==> config.mk <==
export PLATFORM = sky130hd
export DESIGN_NAME = twc_csr
export DESIGN_NICKNAME = d
export VERILOG_FILES = /design/src/text_window_console_defines.svh /design/src/twc_pkg.sv /design/src/twc_csr.sv
export SDC_FILE = /design/constraint.sdc
export NUM_CORES = 1
export LEC_CHECK = 0
export ABC_AREA = 1
export BUFFER_PORTS_ARGS = -buffer_cell sky130_fd_sc_hd__buf_2
export CAP_MARGIN = 20
export CORE_ASPECT_RATIO = 0.9
export CORE_MARGIN = 4
export CORE_UTILIZATION = 40
export DETAILED_ROUTE_END_ITERATION = 6
export PLACE_DENSITY_LB_ADDON = 0.08
export SLEW_MARGIN = 40
export SYNTH_ARGS = -nofsm -noshare
export SYNTH_HDL_FRONTEND = slang
export SYNTH_SLANG_ARGS = --single-unit
==> constraint.sdc <==
create_clock -name clock -period 3.64 [get_ports clock]
set_input_delay 0.364 -clock clock [delete_from_list [all_inputs] [get_ports clock]]
set_output_delay 0.364 -clock clock [all_outputs]
set_load 0.01 [all_outputs]
==> src/text_window_console_defines.svh <==
// ----------------------------------------------------------------------------
// text window console assertion macros
// shared property wrappers for same-cycle and next-cycle checks
// ----------------------------------------------------------------------------
`ifndef TEXT_WINDOW_CONSOLE_DEFINES_SVH
`define TEXT_WINDOW_CONSOLE_DEFINES_SVH

// antecedent implies consequent in the same cycle
`define TWC_ASSERT_IMP(label, clk, rst, ante, cons, msg) \
   label: assert property (@(posedge clk) disable iff (rst) (ante) |-> (cons)) \
      else $error(msg);

// antecedent implies consequent in the next cycle
`define TWC_ASSERT_NXT(label, clk, rst, ante, cons, msg) \
   label: assert property (@(posedge clk) disable iff (rst) (ante) |=> (cons)) \
      else $error(msg);

`endif

==> src/twc_pkg.sv <==
`timescale 1ns / 1ps
// ----------------------------------------------------------------------------
// twc_pkg
// types, codes and widths shared by the text window console modules
// ----------------------------------------------------------------------------
package twc_pkg;

   localparam int SCREEN_COLS_DEF = 80;
   localparam int SCREEN_ROWS_DEF = 25;

   localparam int COL_W  = 7;
   localparam int ROW_W  = 5;
   localparam int BYTE_W = 8;
   localparam int MODE_W = 2;
   localparam int CELL_W = 16;

   localparam int CSR_AW = 5;
   localparam int CSR_DW = 32;
   localparam int REQ_DW = 32;
   localparam int RSP_DW = 32;

   localparam logic [2:0] REG_WIN_LEFT   = 3'd0;
   localparam logic [2:0] REG_WIN_RIGHT  = 3'd1;
   localparam logic [2:0] REG_WIN_TOP    = 3'd2;
   localparam logic [2:0] REG_WIN_BOTTOM = 3'd3;
   localparam logic [2:0] REG_BLANK_ATTR = 3'd4;

   localparam logic [BYTE_W-1:0] CHAR_NEWLINE = 8'h0A;
   localparam logic [BYTE_W-1:0] CHAR_SPACE   = 8'h20;

   typedef enum logic [MODE_W-1:0] {
      MODE_PUT   = 2'd0,
      MODE_CLEAR = 2'd1,
      MODE_SET   = 2'd2,
      MODE_READ  = 2'd3
   } mode_type;

   typedef enum logic [2:0] {
      ST_INIT   = 3'd0,
      ST_IDLE   = 3'd1,
      ST_EXEC   = 3'd2,
      ST_SCROLL = 3'd3,
      ST_DRAIN  = 3'd4,
      ST_FILL   = 3'd5,
      ST_RESP   = 3'd6
   } state_type;

   // effective window, always at least one cell
   typedef struct packed {
      logic [COL_W-1:0]  left;
      logic [COL_W-1:0]  right;
      logic [ROW_W-1:0]  top;
      logic [ROW_W-1:0]  bottom;
      logic [BYTE_W-1:0] blank_attr;
   } win_type;

endpackage

==> src/twc_csr.sv <==
`timescale 1ns / 1ps
// ----------------------------------------------------------------------------
// twc_csr
// window registers on the apb port and effective window bounds
// ----------------------------------------------------------------------------
module twc_csr
   import twc_pkg::*;
#(
   parameter int SCREEN_COLS = SCREEN_COLS_DEF,
   parameter int SCREEN_ROWS = SCREEN_ROWS_DEF
) (
   input  logic              clock,
   input  logic              reset,
   input  logic              csr_psel,
   input  logic              csr_penable,
   input  logic              csr_pwrite,
   input  logic [CSR_AW-1:0] csr_paddr,
   input  logic [CSR_DW-1:0] csr_pwdata,
   output logic [CSR_DW-1:0] csr_prdata,
   output logic              csr_pready,
   output win_type           win
);

   localparam int ColsCap = (SCREEN_COLS > 127) ? 127 : SCREEN_COLS;
   localparam int RowsCap = (SCREEN_ROWS > 31) ? 31 : SCREEN_ROWS;
   localparam logic [COL_W-1:0] ColsLim = COL_W'(ColsCap);
   localparam logic [ROW_W-1:0] RowsLim = ROW_W'(RowsCap);

   logic [COL_W-1:0]  win_left_ff,   win_left_in;
   logic [COL_W-1:0]  win_right_ff,  win_right_in;
   logic [ROW_W-1:0]  win_top_ff,    win_top_in;
   logic [ROW_W-1:0]  win_bottom_ff, win_bottom_in;
   logic [BYTE_W-1:0] blank_attr_ff, blank_attr_in;
   logic              wr_en;
   logic [2:0]        reg_idx;
   logic [COL_W-1:0]  eff_r;
   logic [ROW_W-1:0]  eff_b;

   assign csr_pready = 1'b1;
   assign wr_en      = csr_psel & csr_penable & csr_pwrite & csr_pready;
   assign reg_idx    = csr_paddr[4:2];

   always_ff @(posedge clock) begin
      if (reset) begin
         win_left_ff   <= 7'd0;
         win_right_ff  <= 7'd80;
         win_top_ff    <= 5'd0;
         win_bottom_ff <= 5'd25;
         blank_attr_ff <= 8'd7;
      end else begin
         win_left_ff   <= win_left_in;
         win_right_ff  <= win_right_in;
         win_top_ff    <= win_top_in;
         win_bottom_ff <= win_bottom_in;
         blank_attr_ff <= blank_attr_in;
      end
   end

   always_comb begin
      win_left_in   = win_left_ff;
      win_right_in  = win_right_ff;
      win_top_in    = win_top_ff;
      win_bottom_in = win_bottom_ff;
      blank_attr_in = blank_attr_ff;
      if (wr_en) begin
         unique case (reg_idx)
            REG_WIN_LEFT:   win_left_in   = csr_pwdata[COL_W-1:0];
            REG_WIN_RIGHT:  win_right_in  = csr_pwdata[COL_W-1:0];
            REG_WIN_TOP:    win_top_in    = csr_pwdata[ROW_W-1:0];
            REG_WIN_BOTTOM: win_bottom_in = csr_pwdata[ROW_W-1:0];
            REG_BLANK_ATTR: blank_attr_in = csr_pwdata[BYTE_W-1:0];
            default: ;
         endcase
      end
   end

   always_comb begin
      unique case (reg_idx)
         REG_WIN_LEFT:   csr_prdata = CSR_DW'(win_left_ff);
         REG_WIN_RIGHT:  csr_prdata = CSR_DW'(win_right_ff);
         REG_WIN_TOP:    csr_prdata = CSR_DW'(win_top_ff);
         REG_WIN_BOTTOM: csr_prdata = CSR_DW'(win_bottom_ff);
         REG_BLANK_ATTR: csr_prdata = CSR_DW'(blank_attr_ff);
         default:        csr_prdata = '0;
      endcase
   end

   // saturate to the screen, keep at least one cell
   always_comb begin
      eff_r = (win_right_ff > ColsLim) ? ColsLim : win_right_ff;
      if (eff_r == '0) begin
         eff_r = 7'd1;
      end
      eff_b = (win_bottom_ff > RowsLim) ? RowsLim : win_bottom_ff;
      if (eff_b == '0) begin
         eff_b = 5'd1;
      end
      win.right      = eff_r;
      win.bottom     = eff_b;
      win.left       = (win_left_ff > eff_r - 7'd1) ? eff_r - 7'd1 : win_left_ff;
      win.top        = (win_top_ff > eff_b - 5'd1) ? eff_b - 5'd1 : win_top_ff;
      win.blank_attr = blank_attr_ff;
   end

endmodule

After elaboration in Yosys (flattened, before gate mapping) --
Cells that the tools add are included.
Storage, ports and cells: register bits 32, latch bits 0, memory bits (writable) 0, memory bits (read-only) 0, input port bits 42, output and inout bits 65, logic and storage cells 32, memories kept 0
Operators by class: $add $sub $neg 2, multipliers 0, divide/modulo/power cells 0, order comparisons 4, eq/ne operators 4, shift operators 0, multiplexer cells 7, bitwise operators 2, reductions and logical operators 8
Operators by type and width (number):
- one-hot mux 8 bit (5 select lines) | 1
- two-way mux 7 bit | 3
- two-way mux 5 bit | 3
- AND reduction 2 bit | 5
- greater-than comparator 7 bit | 1
- greater-than comparator 7 bit, second input constant | 1
- zero test 7 bit | 1
- subtractor 7 x 1 -> 7 bit, second input constant | 1
- equality test 3 x 2 -> 1 bit, second input constant | 2
- greater-than comparator 5 bit | 1
- greater-than comparator 5 bit, second input constant | 1
- zero test 5 bit | 1
- subtractor 5 x 1 -> 5 bit, second input constant | 1
- equality test 3 x 1 -> 1 bit, second input constant | 1
- equality test 3 bit, second input constant | 1
- zero test 3 bit | 1
- AND 1 bit | 2

Logic depth before layout (Yosys ltp) --
Gate-level depths: netlist of run 1.
depth after elaboration 7, mapped depth 19, gate-level depth less buffers 19

Worst setup path after synthesis of run 1 --
Ideal clock, no wire load.
path kind reg-to-output, start register win_right_ff[4], end output win[25] (netlist name), data arrival time 2.563 ns, data required time 3.276 ns, path slack 0.713 ns, cell stages (with the launch flop) 18, path buffers 1, cell sequence dfxtp_1 > inv_2 > nor2_2 > nand3_2 > nand2_4 > inv_1 > nor2_1 > inv_1 > ha_1 > xor2_2 > ha_1 > nand2_1 > o21ai_0 > nand4_1 > nand2_1 > nand2_1 > buf_2 > o21ai_0
RTL lines:
- start, declared | line twc_csr.sv:30 | logic [COL_W-1:0] win_right_ff, win_right_in;
- start signal, assigned | line twc_csr.sv:52 | win_right_ff <= win_right_in;
- end, declared | line twc_csr.sv:21 | output win_type win

==> qor.yml, run 1 <==
outcome: "finished, final reports clean"
finalNetCount: 453
cellPowerDensity_nw_per_um2: 272
drive_gt1_share_pct: 27.2
setup_violations: 0
dp.cells: 460
start_util_pct: 41.4
clkTransAtPathRegs_ns: 0.06
p_int_mw: 0.551
sequentialPowerShare_pct: 48.5
dr.pass1.iters: 4
rsz0062_at_grt: "true"
min_path_cells: 3
drc: 0
root_buffer: "clkbuf_8"
antenna_found_initial: 0
ctsHtreeMaxLevel: 2
synth.distinct_cells: 31
ys_top_cells_by_count: "nand2_1 (57), nor2_1 (41), inv_1 (37)"
cp.required_ns: 3.28
cts_buffers: 5
rr_worst_depth: 2
synth_top_cell_area_share_pct: 27.2
tns_ns: 0
drt_iter0_drc: 169
start_kind: "flop"
drv_cap: 0
synth-edff-count: 0
ant_nets: 0
total_power_mw: 0.743
vias_per_cell: 4.79
clkPwrFrac_pct: 39.2
path_class: "flop to primary output"
area_delta_synth_final_pct: 15.7
ios: 107
grt_pass1_vias: 2047
synth_area_per_cell_um2: 6.86
fin_cells: 467
row_count: 26
wl_mm: 6.18
wl_per_cell_um: 13.2
finalCritPeriodShare_pct: 92.9
netlist_top_cells_area: "dfxtp_1 (27%), nand2_1 (9.1%), buf_4 (8.0%), ha_1 (7.4%), o21ai_0 (7.2%)"
drv_slew: 0
crit_fanout: 11
overflow: 0
clock-sinks: 32
ys_ff_latch: 32
synth_cells: 344
period_needed_ns: 3.38
ys_seq_area_share_pct: 27.2
synth_ff_type: "dfxtp_1"
p_sw_share_pct: 25.9
num_vias: 2238
netlist_area_um2: 2360
globalplace.congestion: 0.799
yosysWarningCount: 0
finalHoldViolCount: 0
grt_pass1_wl_mm: 9.76
fin_worst_skew_ns: 0
insertedDiodeCount: 0
clock_latency_ns: 0.28
die_height_um: 80.8
port_buffers: 55
dp_hpwl_mm: 4.96
critPathCaptureType: "primary output"
chipWidth_um: 88.9
synth-async-reset-ratio_pct: 0
cts_buffer_depth: 2
yosysMostFrequentCell: "nand2_1"
clock.fmax_mhz: 296
ir_worst_vdd_v: 0.000181
grt_max_degree: 33
synth_area_leader_cell: "dfxtp_1"
p_comb_share_pct: 12.3
critical_path_arrival_ns: 3.02
grt.total_usage_pct: 17.6
leakage_nw: 1.43
switchingPower_mw: 0.193
hold_path.class: "input port to flop"
core_area_um2: 5690
tritoncts: "built"
tightest_slew_ns: 0.769
max_slew_margin_pct: 48.4
die_area_um2: 7190
==> critical path, stage by stage (launching register included) <==
cell and delay [ns]:
dfxtp_2 0.38, inv_2 0.08, nor2_2 0.10, nand3_2 0.09, nand2_4 0.10, inv_1 0.04, nor2_1 0.12, inv_1 0.06
ha_1 0.23, nand3_1 0.16, xor2_2 0.21, ha_1 0.29, a21oi_1 0.17, o21a_1 0.14, nand2_1 0.10, nand2_4 0.14
inv_1 0.07, nand3_1 0.07, nand2_1 0.05, buf_2 0.13
==> sequential cells by signal, summed over array words and instances, names as in the netlist <==
| signal | cells |
|---|---|
| win_bottom_ff | 5 |
| win_left_ff | 7 |
| win_top_ff | 5 |
| win_right_ff | 7 |
| blank_attr_ff | 8 |
==> placed cells by master, fill, tap and decap left out, drive strengths merged <==
cell,n
nand3,14
dfxtp,32
inv,46
clkbuf,7
nand2,65
buf,55
o21a,1
ha,14
xor2,5
a221oi,2
conb,25
nor2,50
o211ai,6
a21oi,20
clkinv,1
o22ai,1
nor3,1
o21ai,42
o221ai,5
nand4,5
==> through the flow <==
stage | hold slack [ns] | instance area, um^2 | util [%] | setup slack (ns)
CTS | 0.348 | 2690 | 47.2 | 0.0287
detailed placement | 0.465 | 2590 | 45.5 | 0.348
floorplan | 0.462 | 2440 | - | 0.713
global placement | 0.459 | 2590 | 45.5 | 0.393
finish | 0.351 | 2730 | 47.9 | 0.257
global route | 0.359 | 2730 | 47.9 | -0.0506
==> final cells by class <==
cell class	instances	area, um^2
Timing Repair Buffer	55	275
Sequential cell	32	647
Multi-Input combinational cell	256	1450
Clock buffer	7	96.3
Inverter	47	176
Fill cell	596	2970
Tap cell	70	87.6
==> power groups by stage <==
stage / Combinational [mW] / Sequential, mW / Clock (mW)
5_1_grt: 0.103 / 0.361 / 0.312
4_1_cts: 0.0907 / 0.360 / 0.298
3_3_place_gp: 0.0902 / 0.368 / 0
3_5_place_dp: 0.0906 / 0.368 / 0
2_1_floorplan: 0.0772 / 0.367 / 0
6_report: 0.0915 / 0.360 / 0.291
==> metal layers <==
layer,GRT usage (%),wire length [um],up-vias
met5,0,0,-
met4,4.02,56,0
met3,3.96,426,7
met2,27.0,2700,77
met1,25.0,3000,971
li1,-,-,1183
==> what timing repair did <==
action,CTS,global route
setup endpoints to repair,0,11
hold buffers,0,0
setup buffers,0,0
gates resized for setup,0,12
==> worst paths after layout <==
path                     from               end  slack (ns)
max reg2reg   win_right_ff[1]   win_right_ff[1]        2.88
min reg2reg  blank_attr_ff[7]  blank_attr_ff[7]        0.47
max           win_right_ff[4]           win[30]        0.26
min             csr_pwdata[6]   win_right_ff[6]        0.35
==> logic make-up after synthesis <==
logic type,after synthesis,synth area share [%]
flip-flops,32,27.2
XOR/XNOR,5,2.18
buffers and inverters,79,16.7
adder cells (fa/ha/maj),14,7.43
AO/OA/AOI/OAI,77,19.1
other,2,0.318
AND/OR/NAND/NOR,135,27.2
Note: power is estimated with default switching activity, not from simulation.
==> run 2: changes to the inputs <==
--- a/config.mk
+++ b/config.mk
@@ -13,6 +13,7 @@
 export CORE_UTILIZATION = 40
 export DETAILED_ROUTE_END_ITERATION = 6
 export PLACE_DENSITY_LB_ADDON = 0.08
+export REMOVE_ABC_BUFFERS = 1
 export SLEW_MARGIN = 40
 export SYNTH_ARGS = -nofsm -noshare
 export SYNTH_HDL_FRONTEND = slang
==> qor.yml, run 2 (same netlist as run 1, synthesis figures left out) <==
clkTransAtPathRegs_ns: 0.07
hold_buffers: 0
switchingPower_mw: 0.195
outcome: "finished, final reports clean"
whs_endpoint: "blank_attr_ff[6]"
drt_iter0_drc: 114
drive_gt1_share_pct: 27.1
p_comb_share_pct: 12.6
fin_cells: 468
grt.total_usage_pct: 18.8
top_register: "blank_attr_ff"
grt_pass1_wl_mm: 10.5
drv_slew: 0
finalNetCount: 454
start_util_pct: 41.4
topRoutingLayerUsed: "met4"
dp_hpwl_mm: 5.27
wl_mm: 6.57
ir_worst_vdd_v: 0.000167
crit_fanout: 11
fin_worst_skew_ns: 0
leakage_nw: 1.44
critPathCaptureType: "primary output"
final_util_pct: 48.0
ant_nets: 0
clock.fmax_mhz: 294
port_buffers: 55
rr_endpoint: "win_right_ff[2]"
finalCritPeriodShare_pct: 93.6
root_buffer: "clkbuf_8"
overflow: 0
globalplace.congestion: 0.845
largest_register_ffs: 8
tritoncts: "built"
antenna_found_initial: 0
grt_pass1_vias: 2129
cts_buffer_depth: 2
die_area_um2: 7190
core_area_um2: 5690
layout_common_cells: "nand2_1 (56), buf_2 (55), nor2_1 (41)"
dr_wl_met2_mm: 2.79
p_int_mw: 0.551
chipWidth_um: 88.9
grt_max_degree: 33
sequentialPowerShare_pct: 48.2
row_count: 26
final_common_cell: "nand2_1"
num_vias: 2302
min_path_cells: 3
cellPowerDensity_nw_per_um2: 273
insertedDiodeCount: 0
clock_latency_ns: 0.27
clkPwrFrac_pct: 39.2
reg2reg_slack_ns: 2.82
area_delta_synth_final_pct: 15.8
m1WireLength_mm: 3.24
total_power_mw: 0.746
hold_path.class: "input port to flop"
dr.pass1.iters: 5
start_kind: "flop"
min_from: "csr_pwdata[6]"
vias_per_cell: 4.92
holdWs_ns: 0.378
clock-sinks: 32
cts_buffers: 5
finalHoldViolCount: 0
critical_path_arrival_ns: 3.04
drv_cap: 0
top_regs: "blank_attr_ff: 8 flops, win_left_ff: 7 flops, win_right_ff: 7 flops"
p_sw_share_pct: 26.2
die_height_um: 80.8
dp.cells: 461
setup_violations: 0
period_needed_ns: 3.41
wl_per_cell_um: 14.0
cp.required_ns: 3.28
ctsHtreeMaxLevel: 2
drc: 0
path_class: "flop to primary output"
r2r-start: "win_right_ff[2]"
rr_worst_depth: 3
dr_wl_met3_um: 478
ios: 107
run 2: cell count changes in the layout (fill, tap and decap cells not counted), sizes merged:
cell    change
buf         +1
clkinv      -1
inv         +1
run 2: power groups by stage:
stage | combinational (mW) | sequential [mW] | clock (mW)
after detailed placement | 0.0922 | 0.367 | 0
after global routing | 0.106 | 0.360 | 0.315
after CTS | 0.0927 | 0.360 | 0.299
after floorplan | 0.0558 | 0.367 | 0
final | 0.0938 | 0.360 | 0.293
after global placement | 0.0917 | 0.368 | 0
run 2: per-stage QoR:
stage,setup slack (ns),cell area [um^2],setup TNS [ns]
after detailed placement,0.285,2600,0
after global placement,0.335,2600,0
after CTS,0.0771,2700,0
after global routing,-0.0113,2730,-0.0113
after floorplan,0.687,2230,0
final,0.233,2730,0
run 2: cell type report:
cell class              instances  area (um^2)
fillers                       602         2960
multi-input cells             256         1440
flip-flops and latches         32          646
repair buffers                 56          283
inverters                      47          176
clock buffers                   7         96.3
well taps                      70         87.6
run 2: what timing repair did:
item                                    in CTS  in global routing
buffers inserted                             0                  0
resized for setup                            1                 10
endpoints found under the setup margin       3                 11
run 2: worst max path at each step:
stage / start / endpoint / slack [ns]
global placement: win_right_ff[5] / win[30] / 0.33
CTS: win_right_ff[5] / win[30] / 0.08
global route: win_right_ff[4] / win[30] / -0.01
floorplan: win_bottom_ff[3] / win[13] / 0.69
finish: win_right_ff[5] / win[30] / 0.23
detailed placement: win_right_ff[5] / win[30] / 0.28
run 2: routing by layer:
metal / GRT usage, % / vias up
li1: - / 1180
met1: 28.5 / 1029
met2: 27.6 / 87
met3: 3.25 / 6
met4: 4.17 / 0
met5: 0 / -
run 2: critical path, cell delays in order (launching register included):
cell and delay [ns]:
dfxtp_2 0.41, inv_2 0.07, nand3_2 0.08, o211ai_2 0.12, nand2_2 0.11, nand2_4 0.08
inv_2 0.09, ha_1 0.26, nand3_1 0.15, xor2_2 0.18, ha_1 0.32, a21oi_1 0.16
o21a_1 0.14, nand2_1 0.12, nand2_4 0.15, inv_1 0.07, nand3_1 0.07, nand2_1 0.04
buf_2 0.13
