$ cat config.mk
export PLATFORM = sky130hd
export DESIGN_NAME = twc_ctrl
export DESIGN_NICKNAME = d
export VERILOG_FILES = /design/src/twc_pkg.sv /design/src/twc_ctrl.sv
export VERILOG_INCLUDE_DIRS = /design/src /design/src/src
export SDC_FILE = /design/constraint.sdc
export NUM_CORES = 1
export LEC_CHECK = 0
export BUFFER_PORTS_ARGS = -buffer_cell sky130_fd_sc_hd__buf_2
export CORE_MARGIN = 10
export CORE_UTILIZATION = 40
export CTS_CLUSTER_DIAMETER = 200
export DETAILED_ROUTE_END_ITERATION = 6
export HOLD_SLACK_MARGIN = 0.05
export SYNTH_ARGS = -nofsm -noshare
export SYNTH_HDL_FRONTEND = slang
export SYNTH_SLANG_ARGS = --single-unit
$ cat constraint.sdc
create_clock -name clock -period 4.8 [get_ports clock]
set_input_delay 0.24 -clock clock [delete_from_list [all_inputs] [get_ports clock]]
set_output_delay 0.24 -clock clock [all_outputs]
set_load 0.05 [all_outputs]
$ cat src/text_window_console_defines.svh
// ----------------------------------------------------------------------------
// text window console assertion macros
// shared property wrappers for same-cycle and next-cycle checks
// ----------------------------------------------------------------------------
`ifndef TEXT_WINDOW_CONSOLE_DEFINES_SVH
`define TEXT_WINDOW_CONSOLE_DEFINES_SVH

// antecedent implies consequent in the same cycle
`define TWC_ASSERT_IMP(label, clk, rst, ante, cons, msg) \
   label: assert property (@(posedge clk) disable iff (rst) (ante) |-> (cons)) \
      else $error(msg);

// antecedent implies consequent in the next cycle
`define TWC_ASSERT_NXT(label, clk, rst, ante, cons, msg) \
   label: assert property (@(posedge clk) disable iff (rst) (ante) |=> (cons)) \
      else $error(msg);

`endif

$ cat src/twc_pkg.sv
`timescale 1ns / 1ps
// ----------------------------------------------------------------------------
// twc_pkg
// types, codes and widths shared by the text window console modules
// ----------------------------------------------------------------------------
package twc_pkg;

   localparam int SCREEN_COLS_DEF = 80;
   localparam int SCREEN_ROWS_DEF = 25;

   localparam int COL_W  = 7;
   localparam int ROW_W  = 5;
   localparam int BYTE_W = 8;
   localparam int MODE_W = 2;
   localparam int CELL_W = 16;

   localparam int CSR_AW = 5;
   localparam int CSR_DW = 32;
   localparam int REQ_DW = 32;
   localparam int RSP_DW = 32;

   localparam logic [2:0] REG_WIN_LEFT   = 3'd0;
   localparam logic [2:0] REG_WIN_RIGHT  = 3'd1;
   localparam logic [2:0] REG_WIN_TOP    = 3'd2;
   localparam logic [2:0] REG_WIN_BOTTOM = 3'd3;
   localparam logic [2:0] REG_BLANK_ATTR = 3'd4;

   localparam logic [BYTE_W-1:0] CHAR_NEWLINE = 8'h0A;
   localparam logic [BYTE_W-1:0] CHAR_SPACE   = 8'h20;

   typedef enum logic [MODE_W-1:0] {
      MODE_PUT   = 2'd0,
      MODE_CLEAR = 2'd1,
      MODE_SET   = 2'd2,
      MODE_READ  = 2'd3
   } mode_type;

   typedef enum logic [2:0] {
      ST_INIT   = 3'd0,
      ST_IDLE   = 3'd1,
      ST_EXEC   = 3'd2,
      ST_SCROLL = 3'd3,
      ST_DRAIN  = 3'd4,
      ST_FILL   = 3'd5,
      ST_RESP   = 3'd6
   } state_type;

   // effective window, always at least one cell
   typedef struct packed {
      logic [COL_W-1:0]  left;
      logic [COL_W-1:0]  right;
      logic [ROW_W-1:0]  top;
      logic [ROW_W-1:0]  bottom;
      logic [BYTE_W-1:0] blank_attr;
   } win_type;

endpackage

$ cat src/twc_ctrl.sv
`timescale 1ns / 1ps
// ----------------------------------------------------------------------------
// twc_ctrl
// sequencer for put, clear, set and read; walks the cell memory for clear,
// scroll and the post-reset wipe through one address unit
// ----------------------------------------------------------------------------
`include "text_window_console_defines.svh"

module twc_ctrl
   import twc_pkg::*;
#(
   parameter int SCREEN_COLS = SCREEN_COLS_DEF,
   parameter int SCREEN_ROWS = SCREEN_ROWS_DEF,
   localparam int DEPTH = SCREEN_COLS * SCREEN_ROWS,
   localparam int AW = $clog2(DEPTH)
) (
   input  logic              clock,
   input  logic              reset,
   input  logic              req_tvalid,
   output logic              req_tready,
   input  logic [REQ_DW-1:0] req_tdata,
   input  logic [MODE_W-1:0] req_tuser,
   output logic              rsp_tvalid,
   input  logic              rsp_tready,
   output logic [RSP_DW-1:0] rsp_tdata,
   input  win_type           win,
   output logic              ram_we,
   output logic [AW-1:0]     ram_waddr,
   output logic [CELL_W-1:0] ram_wdata,
   output logic              ram_re,
   output logic [AW-1:0]     ram_raddr,
   input  logic [CELL_W-1:0] ram_rdata
);

   state_type         state_ff, state_in;
   mode_type          mode_ff, mode_in;
   logic [BYTE_W-1:0] char_ff, char_in;
   logic [BYTE_W-1:0] attr_ff, attr_in;
   logic [COL_W-1:0]  rel_col_ff, rel_col_in;
   logic [ROW_W-1:0]  rel_row_ff, rel_row_in;
   logic [COL_W-1:0]  cur_col_ff, cur_col_in;
   logic [ROW_W-1:0]  cur_row_ff, cur_row_in;
   logic [COL_W-1:0]  x_ff, x_in;
   logic [ROW_W-1:0]  y_ff, y_in;
   logic [CELL_W-1:0] fill_ff, fill_in;
   logic              scrolled_ff, scrolled_in;
   logic              rd_hit_ff, rd_hit_in;
   logic              pend_ff, pend_in;
   logic [AW-1:0]     pend_addr_ff, pend_addr_in;
   logic [AW-1:0]     init_cnt_ff, init_cnt_in;
   logic              rsp_valid_ff, rsp_valid_in;
   logic [RSP_DW-1:0] rsp_data_ff, rsp_data_in;

   logic [COL_W:0]    col_inc;
   logic [ROW_W:0]    row_inc;
   logic              rel_hit;
   logic              x_last;
   logic [COL_W-1:0]  rsp_col;
   logic [ROW_W-1:0]  rsp_row;
   logic [CELL_W-1:0] rsp_cell;

   function automatic logic [AW-1:0] cell_addr(input logic [ROW_W-1:0] row,
                                               input logic [COL_W-1:0] col);
      return AW'(row) * AW'(SCREEN_COLS) + AW'(col);
   endfunction

   assign col_inc  = {1'b0, cur_col_ff} + 8'd1;
   assign row_inc  = {1'b0, cur_row_ff} + 6'd1;
   assign rel_hit  = (rel_col_ff < win.right - win.left) && (rel_row_ff < win.bottom - win.top);
   assign x_last   = (x_ff == win.right - 7'd1);
   assign rsp_col  = cur_col_ff - win.left;
   assign rsp_row  = cur_row_ff - win.top;
   assign rsp_cell = rd_hit_ff ? ram_rdata : '0;

   assign rsp_tvalid = rsp_valid_ff;
   assign rsp_tdata  = rsp_data_ff;

   always_ff @(posedge clock) begin
      if (reset) begin
         state_ff     <= ST_INIT;
         cur_col_ff   <= '0;
         cur_row_ff   <= '0;
         pend_ff      <= 1'b0;
         init_cnt_ff  <= '0;
         rsp_valid_ff <= 1'b0;
      end else begin
         state_ff     <= state_in;
         cur_col_ff   <= cur_col_in;
         cur_row_ff   <= cur_row_in;
         pend_ff      <= pend_in;
         init_cnt_ff  <= init_cnt_in;
         rsp_valid_ff <= rsp_valid_in;
      end
   end

   always_ff @(posedge clock) begin
      mode_ff      <= mode_in;
      char_ff      <= char_in;
      attr_ff      <= attr_in;
      rel_col_ff   <= rel_col_in;
      rel_row_ff   <= rel_row_in;
      x_ff         <= x_in;
      y_ff         <= y_in;
      fill_ff      <= fill_in;
      scrolled_ff  <= scrolled_in;
      rd_hit_ff    <= rd_hit_in;
      pend_addr_ff <= pend_addr_in;
      rsp_data_ff  <= rsp_data_in;
   end

   always_comb begin
      state_in     = state_ff;
      mode_in      = mode_ff;
      char_in      = char_ff;
      attr_in      = attr_ff;
      rel_col_in   = rel_col_ff;
      rel_row_in   = rel_row_ff;
      cur_col_in   = cur_col_ff;
      cur_row_in   = cur_row_ff;
      x_in         = x_ff;
      y_in         = y_ff;
      fill_in      = fill_ff;
      scrolled_in  = scrolled_ff;
      rd_hit_in    = rd_hit_ff;
      pend_in      = 1'b0;
      pend_addr_in = pend_addr_ff;
      init_cnt_in  = init_cnt_ff;
      rsp_valid_in = rsp_valid_ff;
      rsp_data_in  = rsp_data_ff;
      req_tready   = (state_ff == ST_IDLE);
      ram_we       = 1'b0;
      ram_waddr    = '0;
      ram_wdata    = '0;
      ram_re       = 1'b0;
      ram_raddr    = '0;

      if (rsp_valid_ff && rsp_tready) begin
         rsp_valid_in = 1'b0;
      end

      unique case (state_ff)
         ST_INIT: begin
            ram_we    = 1'b1;
            ram_waddr = init_cnt_ff;
            if (init_cnt_ff == AW'(DEPTH - 1)) begin
               state_in = ST_IDLE;
            end else begin
               init_cnt_in = init_cnt_ff + 1'b1;
            end
         end
         ST_IDLE: begin
            if (req_tvalid) begin
               mode_in     = mode_type'(req_tuser);
               char_in     = req_tdata[7:0];
               attr_in     = req_tdata[15:8];
               rel_col_in  = req_tdata[22:16];
               rel_row_in  = req_tdata[27:23];
               scrolled_in = 1'b0;
               rd_hit_in   = 1'b0;
               // pull a stale cursor back into the window
               if (cur_col_ff < win.left || cur_col_ff >= win.right) begin
                  cur_col_in = win.left;
               end
               if (cur_row_ff < win.top || cur_row_ff >= win.bottom) begin
                  cur_row_in = win.top;
               end
               state_in = ST_EXEC;
            end
         end
         ST_EXEC: begin
            state_in = ST_RESP;
            unique case (mode_ff)
               MODE_PUT: begin
                  if (char_ff != CHAR_NEWLINE) begin
                     ram_we    = 1'b1;
                     ram_waddr = cell_addr(cur_row_ff, cur_col_ff);
                     ram_wdata = {attr_ff, char_ff};
                  end
                  if (char_ff == CHAR_NEWLINE || col_inc >= {1'b0, win.right}) begin
                     cur_col_in = win.left;
                     x_in       = win.left;
                     if (row_inc >= {1'b0, win.bottom}) begin
                        cur_row_in  = win.bottom - 5'd1;
                        scrolled_in = 1'b1;
                        if (win.top + 5'd1 == win.bottom) begin
                           y_in     = win.bottom - 5'd1;
                           fill_in  = {win.blank_attr, CHAR_SPACE};
                           state_in = ST_FILL;
                        end else begin
                           y_in     = win.top;
                           state_in = ST_SCROLL;
                        end
                     end else begin
                        cur_row_in = row_inc[ROW_W-1:0];
                     end
                  end else begin
                     cur_col_in = col_inc[COL_W-1:0];
                  end
               end
               MODE_CLEAR: begin
                  cur_col_in = win.left;
                  cur_row_in = win.top;
                  x_in       = win.left;
                  y_in       = win.top;
                  fill_in    = {attr_ff, char_ff};
                  state_in   = ST_FILL;
               end
               MODE_SET: begin
                  if (rel_hit) begin
                     cur_col_in = win.left + rel_col_ff;
                     cur_row_in = win.top + rel_row_ff;
                  end
               end
               MODE_READ: begin
                  rd_hit_in = rel_hit;
                  ram_re    = rel_hit;
                  ram_raddr = cell_addr(win.top + rel_row_ff, win.left + rel_col_ff);
               end
               default: ;
            endcase
         end
         ST_SCROLL: begin
            // read the row below, write it back in the following cycle
            ram_re       = 1'b1;
            ram_raddr    = cell_addr(y_ff + 5'd1, x_ff);
            pend_in      = 1'b1;
            pend_addr_in = cell_addr(y_ff, x_ff);
            if (x_last) begin
               x_in = win.left;
               if ({1'b0, y_ff} + 6'd2 == {1'b0, win.bottom}) begin
                  state_in = ST_DRAIN;
               end else begin
                  y_in = y_ff + 5'd1;
               end
            end else begin
               x_in = x_ff + 7'd1;
            end
         end
         ST_DRAIN: begin
            x_in     = win.left;
            y_in     = win.bottom - 5'd1;
            fill_in  = {win.blank_attr, CHAR_SPACE};
            state_in = ST_FILL;
         end
         ST_FILL: begin
            ram_we    = 1'b1;
            ram_waddr = cell_addr(y_ff, x_ff);
            ram_wdata = fill_ff;
            if (x_last) begin
               x_in = win.left;
               if (y_ff == win.bottom - 5'd1) begin
                  state_in = ST_RESP;
               end else begin
                  y_in = y_ff + 5'd1;
               end
            end else begin
               x_in = x_ff + 7'd1;
            end
         end
         ST_RESP: begin
            if (!rsp_valid_ff || rsp_tready) begin
               rsp_valid_in = 1'b1;
               rsp_data_in  = {3'b000, scrolled_ff, rsp_cell, rsp_row, rsp_col};
               state_in     = ST_IDLE;
            end
         end
         default: state_in = ST_IDLE;
      endcase

      if (pend_ff) begin
         ram_we    = 1'b1;
         ram_waddr = pend_addr_ff;
         ram_wdata = ram_rdata;
      end
   end

   `TWC_ASSERT_NXT(a_accept_exec, clock, reset, req_tvalid && req_tready, state_ff == ST_EXEC, "accepted beat did not enter execute")
   `TWC_ASSERT_IMP(a_pend_scroll, clock, reset, pend_ff, state_ff == ST_SCROLL || state_ff == ST_DRAIN, "scroll write-back outside scroll")
   `TWC_ASSERT_IMP(a_cursor_window, clock, reset, state_ff == ST_RESP, cur_col_ff >= win.left && cur_col_ff < win.right && cur_row_ff >= win.top && cur_row_ff < win.bottom, "cursor outside window at response")
   `TWC_ASSERT_IMP(a_scroll_bottom, clock, reset, state_ff == ST_RESP && scrolled_ff, {1'b0, cur_row_ff} + 6'd1 == {1'b0, win.bottom}, "scroll left cursor off the bottom row")

endmodule

Yosys cells after proc, flatten, opt, wreduce, memory -nomap -nowiden
Cells that the tools add are included.

$add $sub $neg: 19. Multiply operators: 4. Order comparisons: 8. Equal/unequal tests: 37. Multiplexer cells: 70. Bitwise logic cells: 1. Reduce and logical (&&, ||, !) cells: 26.

Operator list (count): 16-bit two-way mux (6); 16-bit one-hot mux with 2 select lines (3); 5-bit two-way mux (12); 11-bit by 7-bit adder with 11-bit output (4); 11-bit two-way mux (4); 7-bit two-way mux (6); 7-bit one-hot mux with 3 select lines (2); 11-bit one-hot mux with 3 select lines (1); 3-bit two-way mux (10); 5-bit by 3-bit multiplier with 7-bit output, second input constant (4); 7-bit one-hot mux with 2 select lines (2); 2-bit != test, second input constant (11); 11-bit one-hot mux with 2 select lines (1); 3-bit one-hot mux with 7 select lines (1); 5-bit one-hot mux with 2 select lines (2); 5-bit one-hot mux with 4 select lines (1); 5-bit one-hot mux with 3 select lines (1); 5-bit AND reduction (3); 7-bit < comparator (2); 7-bit subtractor (2); 1-bit two-way mux (13); 3-bit != test, second input constant (4); 11-bit by 1-bit adder with 11-bit output, second input constant (1); 11-bit == test, second input constant (1); other kinds (45) (68).

Register bits: 128. Output and inout bits: 74.

Logic depth before layout (Yosys ltp)
Gate-level depths: netlist of the first run.

Word-level depth: 7. Depth in mapped cells: 16. Depth with buffers taken out: 16.

Worst setup path after synthesis of the first run
No wires, ideal clock.

Kind: register to output. From: register y_ff[1]. To: output port ram_raddr[10]. Data arrival time: 3.626 ns. Data required time: 4.560 ns. Setup slack: 0.934 ns. Stages on the path, launching flop included: 13. Path buffers: 0. Cell sequence: edfxtp_1 > ha_1 > nand2_1 > xnor2_1 > ha_1 > ha_1 > fa_1 > o211ai_1 > or3_1 > a21oi_1 > a221oi_1 > xor2_1 > o22ai_1.

Longest elaborated chain between the ends: 4.

RTL lines: start: declaration (line twc_ctrl.sv:44) `logic [ROW_W-1:0] y_ff, y_in;`; start signal: assignment (line twc_ctrl.sv:103) `y_ff <= y_in;`; 5-bit by 1-bit adder with 5-bit output (line twc_ctrl.sv:225) `ram_raddr = cell_addr(y_ff + 5'd1, x_ff);`; 5-bit by 3-bit multiplier with 7-bit output (line twc_ctrl.sv:64) `return AW'(row) * AW'(SCREEN_COLS) + AW'(col);`; 11-bit by 7-bit adder with 11-bit output (line twc_ctrl.sv:64); 11-bit one-hot mux with 2 select lines (line twc_ctrl.sv:141) `unique case (state_ff)`; end: declaration (line twc_ctrl.sv:31) `output logic [AW-1:0] ram_raddr,`.

No other way between the ends.

Worst setup path after layout of the first run
Same ends and word-level chain as after synthesis.

==> results of run 1 <==
-- area by class of cell --
| type | count | area share (%) |
|---|---|---|
| Clock buffer | 17 | 3.51 |
| Tap cell | 330 | 3.41 |
| Inverter | 71 | 2.20 |
| Clock inverter | 15 | 1.32 |
| Sequential cell | 128 | 29.4 |
| Multi-Input combinational cell | 808 | 50.9 |
| Timing Repair Buffer | 190 | 9.26 |
-- registers in the layout, indices dropped and copies added (netlist names) --
| name | flops |
|---|---|
| y_ff | 5 |
| char_ff | 8 |
| rel_col_ff | 7 |
| pend_ff | 1 |
| cur_row_ff | 5 |
| state_ff | 3 |
| rel_row_ff | 5 |
| rd_hit_ff | 1 |
| attr_ff | 8 |
| cur_col_ff | 7 |
| rsp_tvalid | 1 |
| scrolled_ff | 1 |
| fill_ff | 16 |
| init_cnt_ff | 11 |
| pend_addr_ff | 11 |
| mode_ff | 2 |
| rsp_tdata | 29 |
| x_ff | 7 |
-- worst register-to-register path, stage by stage (launching register included) --
cell and delay, ns:
sky130_fd_sc_hd__dfxtp_1 0.54, sky130_fd_sc_hd__and3_1 0.28, sky130_fd_sc_hd__nand3_1 0.11, sky130_fd_sc_hd__xnor2_1 0.30, sky130_fd_sc_hd__ha_1 0.31, sky130_fd_sc_hd__a21oi_1 0.15
sky130_fd_sc_hd__nor2b_1 0.10, sky130_fd_sc_hd__or4_4 0.54, sky130_fd_sc_hd__o221ai_1 0.32, sky130_fd_sc_hd__o32a_1 0.23, sky130_fd_sc_hd__o21ai_1 0.08, sky130_fd_sc_hd__buf_4 0.25
-- synthesized netlist by cell type (all sizes together), types with 8 or more instances --
library cell,n
a211oi,10
a21o,33
a21oi,64
a22o,9
a22oi,20
and2,21
and3,14
buf,18
clkbuf,24
dfxtp,28
edfxtp,100
fa,14
ha,115
inv,71
mux2,8
nand2,80
nand2b,8
nand3,24
nor2,58
nor2b,10
nor3,14
nor3b,8
nor4,10
o211ai,8
o21ai,68
o221ai,9
xnor2,66
xor2,33
-- through the flow --
| stage | power (mW) | cell area (um2) | cells | util, % |
|---|---|---|---|---|
| 6_report | 2.89 | 12100 | 1559 | 48.2 |
| 3_5_place_dp | 1.59 | 11200 | 1497 | 44.7 |
| 4_1_cts | 2.92 | 12100 | 1559 | 48.2 |
| 3_3_place_gp | 1.58 | 11200 | 1497 | 44.7 |
| 5_1_grt | 3.01 | 12100 | 1559 | 48.2 |
| 2_1_floorplan | 1.47 | 10200 | 1049 | - |
-- routing by layer --
layer / up-vias / global-route usage, %
li1: 4190 / -
met1: 4053 / 24.7
met2: 318 / 29.5
met3: 30 / 3.92
met4: 0 / 5.16
met5: - / 0
-- power by group --
| part | internal [mW] | switching [mW] | total [mW] |
|---|---|---|---|
| Clock | 0.698 | 0.613 | 1.31 |
| Combinational | 0.176 | 0.215 | 0.391 |
| Sequential | 1.19 | 0.00282 | 1.19 |
-- cell usage in the layout (no fill, tap or decap), types with 5 or more instances in the layout --
cell type,count
sky130_fd_sc_hd__a211oi_1,10
sky130_fd_sc_hd__a21boi_0,6
sky130_fd_sc_hd__a21o_1,33
sky130_fd_sc_hd__a21oi_1,61
sky130_fd_sc_hd__a222oi_1,7
sky130_fd_sc_hd__a22o_1,9
sky130_fd_sc_hd__a22oi_1,20
sky130_fd_sc_hd__a31oi_1,5
sky130_fd_sc_hd__and2_1,21
sky130_fd_sc_hd__and3_1,14
sky130_fd_sc_hd__buf_2,152
sky130_fd_sc_hd__buf_4,8
sky130_fd_sc_hd__clkbuf_16,17
sky130_fd_sc_hd__dfxtp_1,28
sky130_fd_sc_hd__dlygate4sd3_1,30
sky130_fd_sc_hd__edfxtp_1,100
sky130_fd_sc_hd__fa_1,14
sky130_fd_sc_hd__ha_1,115
sky130_fd_sc_hd__inv_1,71
sky130_fd_sc_hd__inv_8,6
sky130_fd_sc_hd__mux2_2,8
sky130_fd_sc_hd__mux2i_1,6
sky130_fd_sc_hd__nand2_1,79
sky130_fd_sc_hd__nand2b_1,8
sky130_fd_sc_hd__nand3_1,24
sky130_fd_sc_hd__nand4_1,6
sky130_fd_sc_hd__nor2_1,57
sky130_fd_sc_hd__nor2b_1,8
sky130_fd_sc_hd__nor3_1,12
sky130_fd_sc_hd__nor3b_1,6
sky130_fd_sc_hd__nor4_1,9
sky130_fd_sc_hd__o211ai_1,8
sky130_fd_sc_hd__o21ai_0,62
sky130_fd_sc_hd__o21ai_1,6
sky130_fd_sc_hd__o221ai_1,9
sky130_fd_sc_hd__o22ai_1,7
sky130_fd_sc_hd__or3_1,5
sky130_fd_sc_hd__xnor2_1,66
sky130_fd_sc_hd__xor2_1,33
-- logic make-up after synthesis --
kind of cell | count (synthesis)
other | 1
muxes | 14
buffers and inverters | 113
adders and majority gates | 129
DFF | 128
AOI/OAI and AO/OA | 287
xor gates and xnor gates | 101
and+or+nand+nor | 274
-- worst paths after layout --
check	endpoint	slack, ns
worst max-delay path	ram_raddr[10]	0.42
worst min-delay path	rsp_tdata[22]	0.09
worst max register to register	fill_ff[15]	1.32
worst min register to register	rsp_tdata[28]	0.52
-- repair_timing --
action,4_1_cts,5_1_grt
hold endpoints to repair,30,0
hold buffers,30,0
setup endpoints to repair,0,0
==> impl_metrics.xml, run 1 <==
<?xml version="1.0" encoding="UTF-8"?>
<metrics>
  <group name="timing">
    <metric name="timing.fmax" unit="GHz">0.228</metric>
    <metric name="timing.final.ws_setup" unit="ns">0.421</metric>
    <metric name="finalCritPeriodShare" unit="%">91.2</metric>
    <metric name="post-route-min-period" unit="ns">4.38</metric>
    <metric name="setup_violations" unit="">0</metric>
    <metric name="worst-slew-pin-transition" unit="ns">0.940</metric>
    <metric name="setup_tns" unit="ns">0</metric>
    <metric name="max_slew_margin" unit="%">37.2</metric>
    <metric name="final_max_slew_viol_count" unit="">0</metric>
    <metric name="worst_clock_skew" unit="ns">0.0114</metric>
    <metric name="worst_hold_slack" unit="ns">0.0943</metric>
    <metric name="rsz0062_at_grt" unit="">false</metric>
    <metric name="final_hold_viol_count" unit="">0</metric>
  </group>
  <group name="routing">
    <metric name="dr_total_vias" unit="">8591</metric>
    <metric name="vias_per_instance" unit="">5.51</metric>
    <metric name="ant_nets" unit="">0</metric>
    <metric name="met3RoutedLength" unit="um">2100</metric>
    <metric name="dr.max_layer_used" unit="">met4</metric>
    <metric name="drt-pass1-iter-count" unit="">5</metric>
    <metric name="detail_route.wirelength.met1" unit="um">13800</metric>
    <metric name="postRouteWirelength" unit="um">30400</metric>
    <metric name="route.met2.wl" unit="um">13900</metric>
    <metric name="route.detailed.wl_per_inst" unit="um">19.5</metric>
    <metric name="drt_iter0_drc" unit="">662</metric>
    <metric name="route.detailed.drc" unit="">0</metric>
  </group>
  <group name="synth">
    <metric name="yosys_register_bits" unit="">128</metric>
    <metric name="mappedNetlistArea" unit="um2">10200</metric>
    <metric name="synth-adder-area-share" unit="%">16.9</metric>
    <metric name="synth_largest_type_area_fraction" unit="%">29.5</metric>
    <metric name="xor_xnor_portion_of_the_synthesized_cell_area" unit="%">8.97</metric>
    <metric name="postSynth.topFlopCell" unit="">sky130_fd_sc_hd__edfxtp_1</metric>
    <metric name="cell_taking_the_most_area_after_synthesis" unit="">sky130_fd_sc_hd__edfxtp_1</metric>
    <metric name="ys.warnings.count" unit="">0</metric>
    <metric name="synth_simple_gate_area_share" unit="%">14.0</metric>
    <metric name="yosysUniqueCellTypes" unit="">85</metric>
    <metric name="synth.yosys.seq_area_share" unit="%">35.0</metric>
    <metric name="synth_compound_gate_area_share" unit="%">18.9</metric>
    <metric name="syn-instance-count" unit="">1047</metric>
    <metric name="synth_top_family_by_area" unit="">compound AO/OA/AOI/OAI gates</metric>
    <metric name="async_flop_share" unit="%">0</metric>
    <metric name="yosys-top-cells-area" unit="">sky130_fd_sc_hd__edfxtp_1 (29%), sky130_fd_sc_hd__ha_1 (14%), sky130_fd_sc_hd__xnor2_1 (5.7%)</metric>
    <metric name="syn_area_cell" unit="um2">9.72</metric>
    <metric name="synth.area.mux_share" unit="%">1.47</metric>
    <metric name="synth_edf_count" unit="">100</metric>
  </group>
  <group name="worst_setup_path">
    <metric name="crit_path_class" unit="">reg2out</metric>
    <metric name="cp_cell_sequence" unit="">ha_1, nand2_1, xnor2_1, buf_4, ha_1, ha_1, fa_1, o211ai_1, or3_1, a21oi_1, a221oi_1, xor2_1, o22ai_1, buf_2</metric>
    <metric name="critical-path-max-stage-delay" unit="ns">0.58</metric>
    <metric name="critPathLaunch" unit="">y_ff[1]</metric>
    <metric name="worstPathArrival" unit="ns">4.14</metric>
    <metric name="end_kind" unit="">primary output</metric>
    <metric name="crit_buf_inv" unit="">2</metric>
    <metric name="cp-start-kind" unit="">register</metric>
    <metric name="timing.reg2reg.worst_path_depth" unit="">11</metric>
    <metric name="cpMaxStageDelayCell" unit="">sky130_fd_sc_hd__edfxtp_1</metric>
    <metric name="critical_path_depth" unit="">14</metric>
    <metric name="crit_top_cell" unit="">sky130_fd_sc_hd__ha_1</metric>
    <metric name="crit_family" unit="">adder cells</metric>
    <metric name="crit_path_max_fanout" unit="">8</metric>
    <metric name="timing.rr.start" unit="">cur_col_ff[2]</metric>
    <metric name="worst_ep_required_time" unit="ns">4.56</metric>
  </group>
  <group name="die">
    <metric name="die_area" unit="um2">32200</metric>
    <metric name="row_count" unit="">58</metric>
    <metric name="fp.coreArea" unit="um2">25100</metric>
    <metric name="initial_core_util" unit="%">40.5</metric>
    <metric name="horiz_die_dim" unit="um">180</metric>
    <metric name="die_height" unit="um">180</metric>
    <metric name="boundaryPins" unit="">160</metric>
  </group>
  <group name="hold_path">
    <metric name="min-delay-path-class" unit="">in2reg</metric>
    <metric name="worstHoldPathCells" unit="">2</metric>
    <metric name="timing.hold.worst.start" unit="">ram_rdata[10]</metric>
  </group>
  <group name="clock_tree">
    <metric name="cts_tree" unit="">yes</metric>
    <metric name="cts.htree.levels" unit="">4</metric>
    <metric name="total_cts_buffers" unit="">17</metric>
    <metric name="clockRootBuffer" unit="">sky130_fd_sc_hd__clkbuf_16</metric>
    <metric name="number_of_sinks_handled_by_clock_tree_synthesis" unit="">128</metric>
    <metric name="post_cts_resized" unit="">0</metric>
    <metric name="maximum_root_to_sink_buffer_count" unit="">2</metric>
    <metric name="cts.clk_slew.worst_paths" unit="ns">0.07</metric>
    <metric name="insertion_delay" unit="ns">0.44</metric>
    <metric name="postCtsSetupRepairBufs" unit="">0</metric>
  </group>
  <group name="finish">
    <metric name="final.fill_count" unit="">2439</metric>
    <metric name="areaGrowthSynthToFinish" unit="%">18.9</metric>
    <metric name="post_route_cells_drive_above_1_share" unit="%">18.0</metric>
    <metric name="area.sequential" unit="um2">3560</metric>
    <metric name="antennaDiodeCount" unit="">0</metric>
    <metric name="multiInputGateArea" unit="um2">6160</metric>
    <metric name="finalNetCount" unit="">1431</metric>
  </group>
  <group name="grt">
    <metric name="total_track_usage" unit="%">18.5</metric>
    <metric name="first_global_vias" unit="">8619</metric>
    <metric name="grt_antenna_before_repair" unit="">0</metric>
    <metric name="grt_start_max_net_pins" unit="">46</metric>
    <metric name="wire_length_of_the_first_global_routing_pass" unit="um">48500</metric>
    <metric name="grt_remaining_overflow" unit="">0</metric>
  </group>
  <group name="placement">
    <metric name="dp_hpwl" unit="um">23200</metric>
    <metric name="placement.io_buffers" unit="">152</metric>
    <metric name="preCtsSetupSlack" unit="ns">0.818</metric>
    <metric name="routabilityCongestion" unit="">0.892</metric>
  </group>
  <group name="power">
    <metric name="power.density_cell_area" unit="nW/um2">239</metric>
    <metric name="p_leak" unit="nW">5.28</metric>
    <metric name="power.ir.vdd_worst" unit="uV">190</metric>
  </group>
  <group name="run_status">
    <metric name="status" unit="">complete, no violations</metric>
  </group>
  <group name="flow_run">
    <metric name="maxCapViolations" unit="">0</metric>
  </group>
</metrics>
(Power assumes the default switching activity.)
==> run 2, diff against run 1 <==
Settings changed: CELL_PAD_IN_SITES_DETAIL_PLACEMENT from default to 1, CELL_PAD_IN_SITES_GLOBAL_PLACEMENT from default to 2, CORE_UTILIZATION 40 to 39, PLACE_DENSITY_LB_ADDON from default to 0.1.
Clock period 4.8 ns to 5.1 ns, I/O delays scaled along.
==> impl_metrics.xml, run 2 (synthesis gave the netlist of run 1 again) <==
<?xml version="1.0" encoding="UTF-8"?>
<metrics>
  <group name="worst_setup_path">
    <metric name="cpMaxStageDelayCell" unit="">sky130_fd_sc_hd__edfxtp_1</metric>
    <metric name="crit_top_cell" unit="">sky130_fd_sc_hd__ha_1</metric>
    <metric name="worstPathArrival" unit="ns">4.31</metric>
    <metric name="critical-path-max-stage-delay" unit="ns">0.59</metric>
    <metric name="timing.rr.start" unit="">cur_col_ff[2]</metric>
    <metric name="crit_path_class" unit="">reg2out</metric>
    <metric name="end_kind" unit="">primary output</metric>
    <metric name="cp-start-kind" unit="">register</metric>
    <metric name="crit_path_max_fanout" unit="">8</metric>
    <metric name="r2r_setup_slack" unit="ns">1.63</metric>
    <metric name="worst_ep_required_time" unit="ns">4.85</metric>
    <metric name="critPathLaunch" unit="">y_ff[1]</metric>
    <metric name="cp_cell_sequence" unit="">ha_1, nand2_1, xnor2_1, ha_1, ha_1, fa_1, o211ai_1, or3_1, a21oi_1, a221oi_1, xor2_1, o22ai_1, buf_2</metric>
  </group>
  <group name="clock_tree">
    <metric name="cts.clk_slew.worst_paths" unit="ns">0.07</metric>
    <metric name="total_cts_buffers" unit="">17</metric>
    <metric name="cts.htree.levels" unit="">4</metric>
    <metric name="maximum_root_to_sink_buffer_count" unit="">2</metric>
    <metric name="number_of_sinks_handled_by_clock_tree_synthesis" unit="">128</metric>
    <metric name="cts_tree" unit="">yes</metric>
    <metric name="postCtsSetupRepairBufs" unit="">0</metric>
    <metric name="clockRootBuffer" unit="">sky130_fd_sc_hd__clkbuf_16</metric>
    <metric name="insertion_delay" unit="ns">0.44</metric>
  </group>
  <group name="power">
    <metric name="power.ir.vdd_worst" unit="uV">226</metric>
    <metric name="report.power.total" unit="mW">2.75</metric>
    <metric name="p_leak" unit="nW">5.28</metric>
    <metric name="power.density_cell_area" unit="nW/um2">227</metric>
  </group>
  <group name="die">
    <metric name="boundaryPins" unit="">160</metric>
    <metric name="row_count" unit="">59</metric>
    <metric name="horiz_die_dim" unit="um">182</metric>
    <metric name="initial_core_util" unit="%">39.4</metric>
    <metric name="fp.coreArea" unit="um2">25800</metric>
    <metric name="die_height" unit="um">182</metric>
    <metric name="die_area" unit="um2">33000</metric>
  </group>
  <group name="placement">
    <metric name="placement.io_buffers" unit="">152</metric>
    <metric name="routabilityCongestion" unit="">0.875</metric>
    <metric name="dp_hpwl" unit="um">26200</metric>
  </group>
  <group name="run_status">
    <metric name="status" unit="">complete, no violations</metric>
  </group>
  <group name="routing">
    <metric name="postRouteWirelength" unit="um">33800</metric>
    <metric name="ant_nets" unit="">0</metric>
    <metric name="route.detailed.wl_per_inst" unit="um">21.6</metric>
    <metric name="drt-pass1-iter-count" unit="">6</metric>
    <metric name="route.detailed.drc" unit="">0</metric>
    <metric name="drt_iter0_drc" unit="">529</metric>
    <metric name="dr_total_vias" unit="">8673</metric>
    <metric name="vias_per_instance" unit="">5.55</metric>
  </group>
  <group name="finish">
    <metric name="post_route_cells_drive_above_1_share" unit="%">17.9</metric>
    <metric name="final_cell_mix" unit="">sky130_fd_sc_hd__buf_2 (152), sky130_fd_sc_hd__ha_1 (115), sky130_fd_sc_hd__edfxtp_1 (100)</metric>
    <metric name="areaGrowthSynthToFinish" unit="%">18.9</metric>
    <metric name="largest_register_ff_count" unit="">29</metric>
    <metric name="multiInputGateArea" unit="um2">6160</metric>
    <metric name="antennaDiodeCount" unit="">0</metric>
    <metric name="finalNetCount" unit="">1430</metric>
    <metric name="final_common_cell" unit="">sky130_fd_sc_hd__buf_2</metric>
    <metric name="final.fill_count" unit="">2935</metric>
    <metric name="area.sequential" unit="um2">3560</metric>
  </group>
  <group name="grt">
    <metric name="grt_start_max_net_pins" unit="">46</metric>
    <metric name="grt_remaining_overflow" unit="">0</metric>
    <metric name="first_global_vias" unit="">8965</metric>
    <metric name="grt_antenna_before_repair" unit="">0</metric>
    <metric name="total_track_usage" unit="%">20.0</metric>
    <metric name="wire_length_of_the_first_global_routing_pass" unit="um">52500</metric>
  </group>
  <group name="hold_path">
    <metric name="timing.hold.worst.start" unit="">ram_rdata[11]</metric>
    <metric name="min-delay-path-class" unit="">in2reg</metric>
  </group>
  <group name="timing">
    <metric name="final_hold_viol_count" unit="">0</metric>
    <metric name="final_max_slew_viol_count" unit="">0</metric>
    <metric name="finalCritPeriodShare" unit="%">89.5</metric>
    <metric name="max_slew_margin" unit="%">34.9</metric>
    <metric name="rsz0062_at_grt" unit="">false</metric>
    <metric name="worst-slew-pin-transition" unit="ns">0.971</metric>
    <metric name="setup_violations" unit="">0</metric>
    <metric name="post-route-min-period" unit="ns">4.57</metric>
    <metric name="timing.fmax" unit="GHz">0.219</metric>
    <metric name="setup_tns" unit="ns">0</metric>
    <metric name="worst_clock_skew" unit="ns">0.0285</metric>
  </group>
  <group name="flow_run">
    <metric name="maxCapViolations" unit="">0</metric>
  </group>
</metrics>
-- run 2: path summary, 6_finish.rpt --
| path | cells past startpoint | to |
|---|---|---|
| min | 2 | rsp_tdata[23] |
| min reg2reg | 0 | rsp_tdata[28] |
| max | 13 | ram_raddr[10] |
| max reg2reg | 11 | fill_ff[15] |
-- run 2: what timing repair did --
item	4_1_cts	5_1_grt
hold endpoints to repair	30	0
resized for setup	0	0
setup endpoints to repair	0	0
hold buffers	30	0
-- run 2: area by class of cell --
type | instances | area share (%)
Multi-Input combinational cell | 808 | 50.8
Sequential cell | 128 | 29.4
Inverter | 71 | 2.20
Clock inverter | 15 | 1.34
Clock buffer | 17 | 3.51
Timing Repair Buffer | 189 | 9.20
Tap cell | 335 | 3.46
-- run 2: report_power, final --
| group | switching [mW] | internal, mW | total, mW |
|---|---|---|---|
| combinational | 0.208 | 0.166 | 0.374 |
| sequential | 0.00286 | 1.12 | 1.12 |
| clock | 0.592 | 0.660 | 1.25 |
| total | 0.803 | 1.95 | 2.75 |
-- run 2: layer usage --
metal / global-route usage (%) / up-vias / part of all wire, %
li1: - / 4197 / -
met1: 27.0 / 4266 / 48
met2: 32.8 / 190 / 47
met3: 3.84 / 20 / 4.2
met4: 3.22 / 0 / 0.72
met5: 0 / - / 0
-- run 2: worst max-delay path: cells and delay by family (launching register included) --
family                     cells  cell delay [ns]
DFF                            1             0.59
xor gates and xnor gates       2             0.63
AOI/OAI and AO/OA              4             0.55
and+or+nand+nor                2             0.44
adders and majority gates      4             1.38
buffers and inverters          1             0.29
-- run 2: through the flow --
step | setup slack, ns | instance area (um2) | util (%) | hold WS [ns] | cells
floorplan | 1.22 | 10200 | - | 0.354 | 1049
global placement | 1.04 | 11200 | 43.4 | 0.431 | 1501
detailed placement | 0.985 | 11200 | 43.4 | 0.433 | 1501
CTS | 0.548 | 12100 | 46.9 | 0.0957 | 1563
global route | 0.368 | 12100 | 46.9 | 0.105 | 1563
finish | 0.533 | 12100 | 46.9 | 0.108 | 1563
